==> config.mk <==
export PLATFORM = sky130hd
export DESIGN_NAME = bpa_ctrl
export DESIGN_NICKNAME = d
export VERILOG_FILES = /design/src/bpa_pkg.sv /design/src/bpa_ctrl.sv
export SDC_FILE = /design/constraint.sdc
export NUM_CORES = 1
export LEC_CHECK = 0
export ABC_AREA = 1
export BUFFER_PORTS_ARGS = -buffer_cell sky130_fd_sc_hd__buf_2
export CAP_MARGIN = 20
export CORE_AREA = 2 2 39 41
export DETAILED_ROUTE_END_ITERATION = 8
export DIE_AREA = 0 0 41 43
export PLACE_DENSITY = 0.6
export SLEW_MARGIN = 10
export SYNTH_ARGS = -nofsm -noshare
export SYNTH_HDL_FRONTEND = slang
export SYNTH_SLANG_ARGS = --single-unit
export TNS_END_PERCENT = 10
==> constraint.sdc <==
create_clock -name clk -period 3.16 [get_ports clk]
set_input_delay 0.316 -clock clk [delete_from_list [all_inputs] [get_ports clk]]
set_output_delay 0.316 -clock clk [all_outputs]
set_load 0.02 [all_outputs]
==> src/bpa_pkg.sv <==
package bpa_pkg;

	localparam int PAGE_W  = 13;
	localparam int INDEX_W = 12;

	localparam logic MODE_ALLOC = 1'b0;
	localparam logic MODE_FREE  = 1'b1;

	localparam logic STATUS_OK  = 1'b0;
	localparam logic STATUS_OOM = 1'b1;

	localparam logic [PAGE_W-1:0] TOTAL_PAGES_RST = 13'd4096;

	typedef struct packed {
		logic               mode;
		logic [INDEX_W-1:0] page_index;
		logic [PAGE_W-1:0]  page_count;
	} in_item_t;

	typedef struct packed {
		logic              status;
		logic [PAGE_W-1:0] first_page;
	} out_item_t;

	// controller -> datapath
	typedef struct packed {
		logic init_step;
		logic load;
		logic scan_step;
		logic scan_end;
		logic mark_step;
		logic emit;
	} cmd_t;

	// datapath -> controller
	typedef struct packed {
		logic init_last;
		logic scan_stop;
		logic mark_done;
		logic out_free;
	} sts_t;

endpackage

==> src/bpa_ctrl.sv <==
module bpa_ctrl (
	input  logic          clk,
	input  logic          arst_n,
	input  logic          in_valid,
	input  logic          in_mode,
	output logic          in_stall,
	input  bpa_pkg::sts_t sts,
	output bpa_pkg::cmd_t cmd
);

	typedef enum logic [5:0] {
		ST_INIT = 6'b000001,
		ST_IDLE = 6'b000010,
		ST_SCAN = 6'b000100,
		ST_MARK = 6'b001000,
		ST_DONE = 6'b010000,
		ST_SPARE = 6'b100000
	} state_t;

	state_t state_q;
	state_t state_d;
	logic   accept;

	assign in_stall = (state_q != ST_IDLE);
	assign accept   = in_valid && !in_stall;

	always_comb begin
		state_d = state_q;
		cmd     = '0;
		unique case (state_q)
			ST_INIT: begin
				cmd.init_step = 1'b1;
				if (sts.init_last) begin
					state_d = ST_IDLE;
				end
			end
			ST_IDLE: begin
				if (accept) begin
					cmd.load = 1'b1;
					state_d  = (in_mode == bpa_pkg::MODE_FREE) ? ST_MARK : ST_SCAN;
				end
			end
			ST_SCAN: begin
				if (sts.scan_stop) begin
					cmd.scan_end = 1'b1;
					state_d      = ST_MARK;
				end else begin
					cmd.scan_step = 1'b1;
				end
			end
			ST_MARK: begin
				if (sts.mark_done) begin
					state_d = ST_DONE;
				end else begin
					cmd.mark_step = 1'b1;
				end
			end
			ST_DONE: begin
				if (sts.out_free) begin
					cmd.emit = 1'b1;
					state_d  = ST_IDLE;
				end
			end
			default: begin
				state_d = ST_INIT;
			end
		endcase
	end

	always_ff @(posedge clk or negedge arst_n) begin
		if (!arst_n) begin
			state_q <= ST_INIT;
		end else begin
			state_q <= state_d;
		end
	end

endmodule

Yosys cells after proc, flatten, opt, wreduce, memory -nomap -nowiden
Cells that the tools add are included.
Cells by class
  reductions and logical operators: 3
  muxes and demuxes: 17
  equal/unequal tests: 11
Operators by type and width (count)
  $mux W6: 5
  $pmux W6 S5: 1
  $ne A2 B2 Y1 const B: 5
  $mux W1: 9
  $eq A6 B1 Y1 const B: 1
  $eq A6 B2 Y1 const B: 1
  $eq A6 B3 Y1 const B: 1
  $eq A6 B4 Y1 const B: 1
  $eq A6 B5 Y1 const B: 1
  $ne A6 B2 Y1 const B: 1
  $reduce_and A5 Y1: 1
  $mux W4: 1
  $mux W2: 1
  $logic_and A1 B1 Y1: 1
  $logic_not A1 Y1: 1
Storage, ports and cells
  output and inout bits: 7
  register bits: 6
  word-level logic and storage cells: 32

Logic depth before layout (Yosys ltp)
  word-level depth: 5
  depth in mapped cells: 7
  mapped depth without buffers: 7

Least setup slack after synthesis
No wires, ideal clock.
  path type: reg2out
  start point: register state_q[3]
  end point: output port cmd[4] (netlist bit)
  data arrival time: 1083 ps
  path buffers: 0
  cell stages (with the launch flop): 4
  slack: 1761 ps
  required time: 2844 ps
  cells stage by stage: dfrtp_1 nor2_4 nand3_2 nor2_1
RTL lines
  start, declared: line bpa_ctrl.sv:20  | state_t state_q;
  start signal, assigned: line bpa_ctrl.sv:74  | state_q <= state_d;
  end, declared: line bpa_ctrl.sv:8  | output bpa_pkg::cmd_t cmd

==> flow_summary_export.csv <==
group,metric,value,unit
worst_setup_path,cp-start-kind,"flop",
finish,area_growth,33.9,%
yosys,avgSynthCellArea,6.66,um^2
sta,fmax,641,MHz
worst_setup_path,path_buf_inv,1,
clocking,clock_sinks,5,
grt,grt.total_usage,11.6,%
finish,final_cell_area,499,um^2
worst_setup_path,end_kind,"output port",
drt,drt-total-wl,797,um
pwr,powerDensity,748,mW/mm^2
drt,drc,0,
yosys,synth.distinct_cells,13,
floorplanning,io_pins,15,
drt,vias_per_cell,4.24,
hold_path,hold_class,"in -> reg",
sta,rsz0062_at_grt,"false",
yosys,ys_ff_latch,5,
finish,multi_input_area,186,um^2
worst_setup_path,r2r_start,"state_q[1]$_DFFE_PN0P_",
placement,portBuffers,14,
yosys,async_flop_share,100,%
worst_setup_path,worst-path-max-fanout,5,
finish,antenna_cells,0,
clocking,clock_latency,0.24,ns
yosys,synth.largest_area_cell,"dfrtp_1",
finish,nNetsFinal,84,
pwr,ir_worst_vdd,0.000318,V
sta,period_needed,1.56,ns
drt,drt_pre_antenna_iters,4,
grt,grt_pass1_vias,346,
sta,fin_crit_sh,49.4,%
grt,antenna_found_initial,0,
clocking,cts_buffers,3,
hold_path,min_path_cells,4,
yosys,synthesis.nets,64,
yosys,synth_area_leaders,"dfrtp_1 (27%), inv_1 (14%), nand3_1 (11%)",
sta,skew,0.00178,ns
floorplanning,die_h,43,um
worst_setup_path,worstPathRequired,2.84,ns
yosys,yosys_warnings,0,
placement,placed_area,463,um^2
pwr,p_leak,0.320,nW
flow_run,drv_cap,0,
clocking,h-tree-depth,1,
sta,worst_pin_slew,0.211,ns
finish,largest_reg_flops,5,
yosys,synth_commonest_cells,"inv_1 (14), nand3_1 (8), nor2_1 (8)",
clocking,clkTransAtPathRegs,0.04,ns
yosys,netlist_area,373,um^2
worst_setup_path,startpoint,"state_q[1]$_DFFE_PN0P_",
finish,largest_register,"state_q",
drt,post_drt_wl_per_cell,8.76,um
finish,register_area,126,um^2
worst_setup_path,critPathKind,"reg -> out",
status,status,"complete, no violations",
worst_setup_path,crit_family,"simple AND/OR/NAND/NOR gates",
worst_setup_path,r2r-end,"state_q[3]$_DFFE_PN0P_",
finish,drive_gt1_share,34.7,%
clocking,cts_root_buffer,"clkbuf_4",
worst_setup_path,crit_path_top_delay_cell,"dfrtp_1",
hold_path,min_from,"in_mode",
clocking,clockBufferDepth,2,
finish,fillers,143,
yosys,netlist_instances,56,
worst_setup_path,ff2ff_path_depth,6,
hold_path,whs_endpoint,"state_q[2]$_DFFE_PN0P_",
finish,reg_top3,"state_q x5",
placement,post-dp-hpwl,678,um
sta,finalSetupViolCount,0,
grt,grt_overflow_total,0,
yosys,seq_area_frac_synth,33.9,%
sta,hold_violations,0,
grt,grt_pass1_wl,1.33,mm
floorplanning,die_area,0.00176,mm^2
floorplanning,num_rows,14,
worst_setup_path,path_cells,"nor2_4, nand3_1, nor2_1, buf_2",
worst_setup_path,r2r_slack,1.95,ns
placement,place_congestion,0.761,
worst_setup_path,worstPathArrival,1.25,ns
yosys,yosys.cell_count.top_type,"inv_1",
yosys,synth_top_area_share,26.8,%
clocking,post_cts_resized,0,
sta,relSlewSlack,85.8,%
grt,grt_max_degree,7,
sta,fin_tns_setup,0,ns
drt,vias,386,
floorplanning,start_util,26.9,%
floorplanning,die_x,41,um
yosys,synth_edf_count,0,
drt,ant_nets,0,
pwr,total_power,0.373,mW
sta,slew_violations,0,
worst_setup_path,crit_path_max_incr_delay,0.42,ns
yosys,synth_flop_cell,"dfrtp_1",
drt,first_iter_violations,7,
clocking,cts_tree,"built",
floorplanning,core,0.00138,mm^2
timing repair:
action / CTS / global route
setup buffers: 0 / 0
endpoints found under the hold margin: 4 / 0
hold buffers: 1 / 0
metal layers:
metal / global-route usage (%) / up-vias / share of wire (%)
li1: - / 210 / -
met1: 14.3 / 160 / 44
met2: 16.6 / 16 / 46
met3: 7.85 / 0 / 9.8
met4: 2.00 / 0 / 0
met5: 0 / - / 0
kinds of logic after synthesis:
kind of cell           count (synthesis)  share of synthesized area, %
flip-flops                             5                          33.9
buffers and inverters                 16                          16.1
AO/OA/AOI/OAI                          2                          2.68
AND/OR/NAND/NOR                       33                          47.3
stage by stage:
stage	util [%]	std cells	hold slack, ns	worst slack [ns]
final	36.1	91	0.358	1.60
after floorplan	-	56	0.0204	1.76
after detailed placement	33.5	86	0.136	1.85
after global placement	33.5	86	0.132	1.85
after CTS	36.1	91	0.358	1.59
after global routing	36.1	91	0.369	1.48
report_power, final:
| group | leakage [nW] | internal, mW | switching [mW] |
|---|---|---|---|
| combinational | 0.241 | 0.0629 | 0.119 |
| clock | 0.0150 | 0.0477 | 0.0255 |
| sequential | 0.0645 | 0.0900 | 0.0282 |
worst max path at each step:
stage	to	depth (start not counted)	slack [ns]
5_1_grt	cmd[4]	4	1.48
6_report	cmd[2]	4	1.60
2_1_floorplan	cmd[4]	3	1.76
4_1_cts	cmd[2]	4	1.59
3_5_place_dp	cmd[2]	4	1.85
3_3_place_gp	cmd[2]	4	1.85
final cells by class:
class | count | area share, %
sequential | 5 | 25.3
timing repair buffer | 15 | 16.0
clock buffer | 4 | 5.26
tap | 16 | 4.01
multi-input combinational | 35 | 37.3
inverter | 16 | 12.0
worst register-to-register path, cell delays in order (launching register included):
cell and delay, ns:
dfrtp_1 0.42, nor2_4 0.18, nand3_2 0.11, nor2_1 0.17, nor2_2 0.08, nand3_1 0.07, nand2_1 0.06
cells in the final DEF (no fill, tap or decap):
cell type,synthesis,final
inv_1,14,14
nor2_4,2,2
o21ai_1,1,1
buf_2,0,14
nand2_1,7,7
dfstp_2,1,1
nand3_1,8,8
nor2_1,8,8
nand4_1,4,4
clkbuf_1,0,1
o21ai_0,1,1
inv_2,2,2
dfrtp_1,4,4
clkbuf_4,0,3
nor2_2,2,2
dlygate4sd3_1,0,1
nand3_2,2,2
(Power assumes the default switching activity.)
